<file path="config.mk">
export PLATFORM = sky130hd
export DESIGN_NAME = request_replay_cache
export DESIGN_NICKNAME = d
export VERILOG_FILES = /design/src/hw/rtl/rrc_pkg.sv /design/src/hw/rtl/rrc_ram.sv /design/src/hw/rtl/rrc_engine.sv /design/src/hw/rtl/request_replay_cache.sv
export SDC_FILE = /design/constraint.sdc
export NUM_CORES = 2
export LEC_CHECK = 0
export ABC_AREA = 1
export CAP_MARGIN = 5
export CORE_UTILIZATION = 40
export CTS_CLUSTER_SIZE = 16
export DETAILED_ROUTE_END_ITERATION = 16
export DONT_BUFFER_PORTS = 1
export PLACE_DENSITY = 0.61
export SYNTH_ARGS = -nofsm -noshare
export SYNTH_HDL_FRONTEND = slang
export SYNTH_SLANG_ARGS = --single-unit
</file>
<file path="constraint.sdc">
create_clock -name clk -period 11.6 [get_ports clk]
set_input_delay 1.74 -clock clk [delete_from_list [all_inputs] [get_ports clk]]
set_output_delay 1.74 -clock clk [all_outputs]
set_load 0.01 [all_outputs]
</file>
<file path="src/hw/rtl/rrc_pkg.sv">
// Shared types, constants and decode helpers for the request replay cache.
package rrc_pkg;

	// Protocol constants
	localparam logic [10:0] LEN_MASK         = 11'h7FF;
	localparam logic [15:0] META_TABLE       = 16'h8420;
	localparam int          WRITE_BIT        = 15;
	localparam int          META_SHIFT       = 13;
	localparam int          HEADER_BYTES     = 16;
	localparam int          MAX_PACKET_BYTES = 2048;

	localparam int          ANS_LIMIT_I = (MAX_PACKET_BYTES - 1 < 2047) ?
	                                      (MAX_PACKET_BYTES - 1) : 2047;
	localparam logic [11:0] ANS_LIMIT   = 12'(ANS_LIMIT_I);
	localparam logic [10:0] HDR_LEN     = 11'(HEADER_BYTES);
	localparam logic [10:0] ERR_DATA_LEN = 11'd2;

	// Stream widths
	localparam int IN_TDATA_W  = 184;
	localparam int OUT_TDATA_W = 48;

	// Item kinds on the input tuser
	localparam logic KIND_LOOKUP     = 1'b0;
	localparam logic KIND_COMPLETION = 1'b1;

	// One input word
	typedef struct packed {
		logic        kind;
		logic [31:0] src_ip;
		logic [15:0] src_port;
		logic [15:0] request_id;
		logic [15:0] len_cmd;
		logic [15:0] reg_address;
		logic [31:0] reg_offset;
		logic [10:0] packet_len;
		logic [31:0] result_code;
		logic [10:0] read_len;
	} in_item_t;

	// One result word
	typedef struct packed {
		logic        hit;
		logic [2:0]  entry;
		logic        is_write;
		logic [10:0] data_len;
		logic [3:0]  meta_len;
		logic [15:0] answer_len_cmd;
		logic [10:0] answer_len;
	} result_t;

	// Key stored per cache entry
	typedef struct packed {
		logic [31:0] ip;
		logic [15:0] port;
		logic [15:0] request_id;
		logic [15:0] len_cmd;
		logic [15:0] address;
		logic [31:0] offset;
		logic [10:0] request_len;
	} key_t;

	localparam int KEY_W = $bits(key_t);

	typedef enum logic [1:0] {
		ST_IDLE,
		ST_SCAN,
		ST_DONE
	} st_t;

	// Metadata size in bytes from the two-bit size code
	function automatic logic [3:0] meta_of(input logic [15:0] lc);
		logic [1:0]  code;
		logic [15:0] sh;
		code = lc[META_SHIFT +: 2];
		sh   = META_TABLE >> {code, 2'b00};
		return sh[3:0];
	endfunction

endpackage

</file>
<file path="src/hw/rtl/rrc_ram.sv">
// Generic single-write, single-read RAM with registered read data.
module rrc_ram #(
	parameter int WIDTH = 8,
	parameter int DEPTH = 8
) (
	input  logic                                    clk,
	input  logic                                    we,
	input  logic [((DEPTH > 1) ? $clog2(DEPTH) : 1)-1:0] waddr,
	input  logic [WIDTH-1:0]                        wdata,
	input  logic                                    re,
	input  logic [((DEPTH > 1) ? $clog2(DEPTH) : 1)-1:0] raddr,
	output logic [WIDTH-1:0]                        rdata
);

	logic [WIDTH-1:0] mem [DEPTH];

	// write port
	always_ff @(posedge clk) begin
		if (we) begin
			mem[waddr] <= wdata;
		end
	end

	// registered read port
	always_ff @(posedge clk) begin
		if (re) begin
			rdata <= mem[raddr];
		end
	end

endmodule

</file>
<file path="src/hw/rtl/rrc_engine.sv">
// Lookup/allocate and completion engine: key and answer RAMs, scan FSM, result forming.
module rrc_engine
	import rrc_pkg::*;
#(
	parameter int CACHE_ENTRIES = 8
) (
	input  logic      clk,
	input  logic      arst_n,
	input  logic      in_valid,
	output logic      in_ready,
	input  in_item_t  in_item,
	input  logic      out_free,
	output logic      res_valid,
	output result_t   res
);

	localparam int IW = (CACHE_ENTRIES > 1) ? $clog2(CACHE_ENTRIES) : 1;
	localparam logic [IW-1:0] LAST_IDX = IW'(CACHE_ENTRIES - 1);

	st_t state_q, state_d;

	in_item_t req_q;
	logic [IW-1:0] rd_idx_q;
	logic          rd_kv_q, rd_av_q;
	logic [CACHE_ENTRIES-1:0] key_valid_q, ans_valid_q;
	logic          hit_q;
	logic [IW-1:0] hit_idx_q;
	logic [10:0]   hit_alen_q;
	logic [IW-1:0] victim_q, pend_idx_q;
	logic [15:0]   pend_lc_q;

	logic          accept, rd_en, match, last, finish;
	logic [IW-1:0] rd_addr;
	key_t          req_key, key_rdata, key_rd;
	logic [10:0]   ans_rdata, ans_rd;
	logic          key_we, ans_we;

	// completion math
	logic          err, c_wr;
	logic [10:0]   adlen;
	logic [11:0]   total_w;
	logic [10:0]   total;
	// lookup math
	logic          l_wr;
	logic [10:0]   l_dlen;
	logic [IW-1:0] ent_idx;
	logic [IW+2:0] ent_ext;

	assign accept = in_valid && in_ready;
	assign finish = (state_q == ST_DONE) && out_free;

	// key of the request held for this lookup
	always_comb begin
		req_key.ip          = req_q.src_ip;
		req_key.port        = req_q.src_port;
		req_key.request_id  = req_q.request_id;
		req_key.len_cmd     = req_q.len_cmd;
		req_key.address     = req_q.reg_address;
		req_key.offset      = req_q.reg_offset;
		req_key.request_len = req_q.packet_len;
	end

	// entries never written read as zero
	assign key_rd = rd_kv_q ? key_rdata : '0;
	assign ans_rd = rd_av_q ? ans_rdata : '0;
	assign match  = (key_rd == req_key);
	assign last   = (rd_idx_q == LAST_IDX);

	// scan read address: entry 0 at accept, then one entry per cycle
	assign rd_en   = (accept && (in_item.kind == KIND_LOOKUP)) ||
	                 ((state_q == ST_SCAN) && !match && !last);
	assign rd_addr = accept ? '0 : (rd_idx_q + 1'b1);

	assign key_we = finish && (req_q.kind == KIND_LOOKUP) && !hit_q;
	assign ans_we = finish && (req_q.kind == KIND_COMPLETION);

	rrc_ram #(.WIDTH(KEY_W), .DEPTH(CACHE_ENTRIES)) u_key_ram (
		.clk   (clk),
		.we    (key_we),
		.waddr (victim_q),
		.wdata (req_key),
		.re    (rd_en),
		.raddr (rd_addr),
		.rdata (key_rdata)
	);

	rrc_ram #(.WIDTH(11), .DEPTH(CACHE_ENTRIES)) u_ans_ram (
		.clk   (clk),
		.we    (ans_we),
		.waddr (pend_idx_q),
		.wdata (total),
		.re    (rd_en),
		.raddr (rd_addr),
		.rdata (ans_rdata)
	);

	// next state
	always_comb begin
		state_d = state_q;
		unique case (state_q)
			ST_IDLE: begin
				if (accept) begin
					state_d = (in_item.kind == KIND_COMPLETION) ? ST_DONE : ST_SCAN;
				end
			end
			ST_SCAN: begin
				if (match || last) begin
					state_d = ST_DONE;
				end
			end
			ST_DONE: begin
				if (out_free) begin
					state_d = ST_IDLE;
				end
			end
			default: state_d = ST_IDLE;
		endcase
	end

	// completion answer
	always_comb begin
		c_wr = pend_lc_q[WRITE_BIT];
		err  = (req_q.result_code != '0);
		if (err) begin
			adlen = ERR_DATA_LEN;
		end else if (!c_wr) begin
			adlen = req_q.read_len;
		end else begin
			adlen = '0;
		end
		total_w = {1'b0, adlen} + {1'b0, HDR_LEN};
		total   = (total_w > ANS_LIMIT) ? ANS_LIMIT[10:0] : total_w[10:0];
	end

	// lookup decode
	always_comb begin
		l_wr = req_q.len_cmd[WRITE_BIT];
		if (l_wr) begin
			l_dlen = (req_q.packet_len >= HDR_LEN) ? (req_q.packet_len - HDR_LEN) : '0;
		end else begin
			l_dlen = req_q.len_cmd[10:0] & LEN_MASK;
		end
	end

	assign ent_ext = {3'b000, ent_idx};

	// outputs
	always_comb begin
		in_ready  = (state_q == ST_IDLE);
		res_valid = finish;
		ent_idx   = pend_idx_q;
		res       = '0;
		if (req_q.kind == KIND_COMPLETION) begin
			ent_idx            = pend_idx_q;
			res.hit            = 1'b0;
			res.is_write       = c_wr;
			res.data_len       = adlen;
			res.meta_len       = meta_of(pend_lc_q);
			res.answer_len_cmd = err ? (pend_lc_q | {5'b00000, LEN_MASK}) : pend_lc_q;
			res.answer_len     = total;
		end else begin
			ent_idx            = hit_q ? hit_idx_q : victim_q;
			res.hit            = hit_q;
			res.is_write       = l_wr;
			res.data_len       = l_dlen;
			res.meta_len       = meta_of(req_q.len_cmd);
			res.answer_len_cmd = '0;
			res.answer_len     = hit_q ? hit_alen_q : '0;
		end
		res.entry = ent_ext[2:0];
	end

	// state register and control state
	always_ff @(posedge clk or negedge arst_n) begin
		if (!arst_n) begin
			state_q     <= ST_IDLE;
			key_valid_q <= '0;
			ans_valid_q <= '0;
			victim_q    <= '0;
			pend_idx_q  <= '0;
			pend_lc_q   <= '0;
			hit_q       <= 1'b0;
			rd_kv_q     <= 1'b0;
			rd_av_q     <= 1'b0;
		end else begin
			state_q <= state_d;
			if (accept) begin
				hit_q <= 1'b0;
			end else if ((state_q == ST_SCAN) && match) begin
				hit_q <= 1'b1;
			end
			if (rd_en) begin
				rd_kv_q <= key_valid_q[rd_addr];
				rd_av_q <= ans_valid_q[rd_addr];
			end
			// allocate on miss
			if (key_we) begin
				key_valid_q[victim_q] <= 1'b1;
				victim_q   <= (victim_q == LAST_IDX) ? '0 : (victim_q + 1'b1);
				pend_idx_q <= victim_q;
				pend_lc_q  <= req_q.len_cmd;
			end
			if (ans_we) begin
				ans_valid_q[pend_idx_q] <= 1'b1;
			end
		end
	end

	// payload registers
	always_ff @(posedge clk) begin
		if (accept) begin
			req_q <= in_item;
		end
		if (rd_en) begin
			rd_idx_q <= rd_addr;
		end
		if ((state_q == ST_SCAN) && match) begin
			hit_idx_q  <= rd_idx_q;
			hit_alen_q <= ans_rd;
		end
	end

endmodule

</file>
<file path="src/hw/rtl/request_replay_cache.sv">
// Top level of the request replay cache: stream unpacking, engine and output register.
//
// Slave stream (s_*) carries request lookups (tuser = 0) and completions of the
// last allocated request (tuser = 1). Master stream (m_*) returns one word per
// input word; tuser marks a cache hit whose stored answer may be replayed.
// A lookup reads the key RAM one entry per cycle from entry 0 until the first
// match, or through every entry on a miss. The result word then passes the
// DONE state and the output register to m_tvalid, and the engine takes the
// next input word once it is back in IDLE. The single read port of the key RAM
// sets the pace of the scan. A completion goes straight from accept to the DONE
// state and then through the output register.
// One word is in work at a time: s_tready is high only while the engine is idle.
// Results sit in an output register; the engine hands over a new result when
// that register is empty or being read, and then takes the next input word
// while the result still waits. A stalled m_tready holds the result and, once
// the following word is done, holds the engine as well.
// Reset clears the entry valid bits (all entries read as zero, answer length 0),
// the round-robin victim pointer and the pending entry; no clearing pass is run.
module request_replay_cache
	import rrc_pkg::*;
#(
	parameter int CACHE_ENTRIES = 8
) (
	input  logic                   clk,
	input  logic                   arst_n,
	// src_ip, src_port, request_id, len_cmd, reg_address, reg_offset,
	// packet_len, result_code, read_len (low bit up), zero padded
	input  logic [IN_TDATA_W-1:0]  s_tdata,
	// kind
	input  logic                   s_tuser,
	input  logic                   s_tvalid,
	output logic                   s_tready,
	// entry, is_write, data_len, meta_len, answer_len_cmd, answer_len
	// (low bit up), zero padded
	output logic [OUT_TDATA_W-1:0] m_tdata,
	// hit
	output logic                   m_tuser,
	output logic                   m_tvalid,
	input  logic                   m_tready
);

	in_item_t item;
	result_t  res;
	logic     res_valid, out_free;
	logic     m_tvalid_q;
	logic [OUT_TDATA_W-1:0] m_tdata_q;
	logic     m_tuser_q;

	// unpack input word
	always_comb begin
		item.kind        = s_tuser;
		item.src_ip      = s_tdata[31:0];
		item.src_port    = s_tdata[47:32];
		item.request_id  = s_tdata[63:48];
		item.len_cmd     = s_tdata[79:64];
		item.reg_address = s_tdata[95:80];
		item.reg_offset  = s_tdata[127:96];
		item.packet_len  = s_tdata[138:128];
		item.result_code = s_tdata[170:139];
		item.read_len    = s_tdata[181:171];
	end

	assign out_free = !m_tvalid_q || m_tready;

	rrc_engine #(.CACHE_ENTRIES(CACHE_ENTRIES)) u_engine (
		.clk       (clk),
		.arst_n    (arst_n),
		.in_valid  (s_tvalid),
		.in_ready  (s_tready),
		.in_item   (item),
		.out_free  (out_free),
		.res_valid (res_valid),
		.res       (res)
	);

	// output register valid
	always_ff @(posedge clk or negedge arst_n) begin
		if (!arst_n) begin
			m_tvalid_q <= 1'b0;
		end else if (out_free) begin
			m_tvalid_q <= res_valid;
		end
	end

	// output register payload
	always_ff @(posedge clk) begin
		if (out_free && res_valid) begin
			m_tuser_q <= res.hit;
			m_tdata_q <= {2'b00, res.answer_len, res.answer_len_cmd, res.meta_len,
			              res.data_len, res.is_write, res.entry};
		end
	end

	assign m_tvalid = m_tvalid_q;
	assign m_tdata  = m_tdata_q;
	assign m_tuser  = m_tuser_q;

endmodule

</file>
==> summary.txt <==
status = completed
Final Critical Period = 5250 ps
top cell type's share of synthesized area = 75.7%
GRT met1 Usage = 27.3%
clk sinks = 1640
Slew Limit Fails = 0
FF-to-FF path depth = 10
Leak Pwr = 23.6 nW
Die ar. = 0.160 sq mm
Yosys top cell by area = edfxtp_1
Worst-path clk slew = 60 ps
unrepaired setup endpoints after global routing = false
worst path bufs/invs = 4
Syn Area/Cell = 14.0 sq um
Seq/Total Area, Yosys = 77.5%
Largest stage delay, worst path = 860 ps
final hold vios = 0
clk buf depth = 3
top post-synthesis cells by area = edfxtp_1 76%, nand2_1 6.5%, o221ai_1 4.3%
GR Overflow Total = 0
final WL = 157 mm
DRC = 0
fraction of layout cells with a size suffix above 1 = 7.23%
ys async rst share = 2.68%
HPWL after detailed placement = 81.7 mm
commonest cells in the netlist = 1596 x edfxtp_1, 1089 x nand2_1, 416 x nand3_1, 310 x o221ai_1, 172 x a21oi_1
clock root buffer = clkbuf_16
initial antenna violation count = 28
yosys warns = 0
post-CTS setup buffers = 0
Finished Core Util = 45.2%
Final Worst Setup Slack = 6350 ps
hold wc startpoint = u_engine.key_valid_q[4]
pre-CTS WS = 5710 ps
pwr dens = 268 mW/mm^2
Req. time, crit path = 12120 ps
post_cts resized = 0
hold path depth = 2
All-Layer GR Usage = 19.4%
htree depth = 4
vias in the first global route = 35428
Max VDD drop = 316 uV
# nets final = 4677
layout overhead on the synthesized area = 11.9%
Hold Path Sink = u_engine.key_valid_q[4]
class of the worst hold path = reg -> reg
Reg2Reg Launch Point = u_engine.rd_idx_q[0]
Critical Path, Cell by Cell = buf_12 -> ha_1 -> ha_1 -> nand2_8 -> buf_4 -> buf_4 -> buf_4 -> nand3_1 -> a21oi_1 -> a31oi_1
crit path DAT = 5770 ps
Post-synth EDFFs = 1596
met2 Use GR = 30.8%
Synth Instances = 4520
most common flop cell mapped by yosys = edfxtp_1
CP Launch Type = register
CP top delay family = buffers and inverters
Die Wd = 400 um
vias per cell = 5.56
Top Ports = 240
Filler Cells Inserted = 13525
worst r2r dst = u_engine.u_key_ram.rdata[37]
final antenna-violating net count = 0
cts-stage hold buffer count = 0
GR peak layer = met2
worst-path maximum fanout = 160
most used cell, CP = buf_4
Slew headroom = 24.3%
Worst-Skew Late Latency = 800 ps
Crit Path Class = reg -> reg
row count = 145
Fmax achieved = 190 MHz
Setup-failing EPs final = 0
wire per inst = 23.4 um
Initial Utilization = 40.4%
Num CTS Buffers = 165
CP max stage cell = buf_4
count leader, synth = edfxtp_1
period utilization = 45.3%
Port Buffer Count = 0
crit end category = register
Core Area = 0.157 sq mm
pin count of the biggest net entering global routing = 201
TritonCTS clock tree = built
Reg2Reg Setup Slack = 6350 ps
Synth Register Bits = 1640
Cell variety after synth = 37
Final Skew = 50.4 ps
drt pass-1 iters = 5
global placement routability congestion = 0.809
MaxCap Viol Count = 0
Cell Area, Synth = 0.0633 sq mm
GR Layer Usage met3 = 3.82%
DR iter-0 viols = 3734
Slew @ Worst Pin = 1130 ps
Vias = 37224
first-pass GRT wire length = 231 mm
chip height = 400 um
setup TNS = 0 ps
-- how the worst max path moves through the flow --
| stage | depth (start not counted) | end | slack [ps] | from |
|---|---|---|---|---|
| after floorplan | 7 | u_engine.key_valid_q[3] | 550 | m_tready |
| after detailed placement | 10 | u_engine.u_key_ram.rdata[100] | 5710 | s_tvalid |
| final | 10 | u_engine.u_key_ram.rdata[37] | 6350 | u_engine.rd_idx_q[0] |
| after global routing | 10 | u_engine.u_key_ram.rdata[37] | 5980 | u_engine.rd_idx_q[0] |
| after CTS | 10 | u_engine.u_key_ram.rdata[78] | 6280 | u_engine.rd_idx_q[0] |
| after global placement | 8 | u_engine.u_key_ram.rdata[37] | 5730 | s_tvalid |
-- registers in the layout (all words and copies together) (netlist names), 11 cells and up --
| register | count |
|---|---|
| u_engine.pend_lc_q | 16 |
| u_engine.u_ans_ram.rdata | 11 |
| u_engine.u_key_ram.rdata | 139 |
| u_engine.hit_alen_q | 11 |
| u_engine.req_key | 138 |
| u_engine.u_key_ram.mem | 1112 |
| u_engine.u_ans_ram.mem | 88 |
| m_tdata | 45 |
| u_engine.req_q | 44 |
-- placed cells by master (no fill, tap or decap), types with 12 or more instances in the layout --
cell type  count
a31oi_1      138
xnor2_1       34
clkbuf_16    165
bufinv_16     18
a31o_2        12
a21oi_1      172
edfxtp_1    1596
buf_4         61
o21ai_0       46
clkbuf_1      46
nand3_1      416
nor2_4        12
clkinv_1      42
nand3b_1      21
nor2_1       120
o221ai_1     310
inv_1        158
dfrtp_1       43
clkinv_2      20
xor2_1        15
nand2_1     1087
-- layer usage --
metal  vias up  wire, um
met5         -       100
met1     18707     67900
met4        14      2800
li1      16827         -
met2      1456     73400
met3       220     12500
-- worst reg2reg max path: stages (launching register included) --
cell      delay (ps)
edfxtp_1         380
buf_12           620
ha_1             300
ha_1             280
nand2_8          480
buf_4            820
buf_4            730
buf_4            920
nand3_1          190
a21oi_1          240
a31oi_1           70
-- final cells by class --
type                       instances  area, sq um  share of cell area (%)
inverter                         164          651                   0.919
clock inverter                    96         1120                    1.58
clock buffer                     211         4300                    6.07
sequential                      1640        49000                    69.2
tap                             2058         2570                    3.64
multi-input combinational       2443        12500                    17.7
antenna                           11         27.5                  0.0389
timing repair buffer              67          578                   0.816
-- through the flow --
step	total power (W)	instances	area (sq um)	hold slack (ps)
6_report	0.0190	6690	70800	458
5_1_grt	0.0200	6682	70800	468
4_1_cts	0.0191	6679	70800	460
3_5_place_dp	0.0138	6372	65400	444
3_3_place_gp	0.0138	6372	65400	437
2_1_floorplan	0.0121	4522	63300	424
-- cell families (layout without fill, tap and decap cells) --
logic type / Yosys count / in the layout / synth area share [%]
adders and majority gates: 7 / 7 / 0.138
DFF: 1640 / 1640 / 77.5
buffers and inverters: 439 / 538 / 2.89
other: 1 / 14 / 0.00592
xor gates and xnor gates: 49 / 49 / 0.678
and+or+nand+nor: 1694 / 1694 / 11.2
AOI/OAI and AO/OA: 690 / 690 / 7.68
-- where the power goes --
group	leakage, nW	internal [W]	total (W)	switching (W)
combinational	6.02	0.00153	0.00540	0.00387
sequential	14.9	0.00774	0.00827	0.000527
clock	2.61	0.00305	0.00532	0.00227
total	23.6	0.0123	0.0190	0.00667
Power figures use the tool's default switching activity.
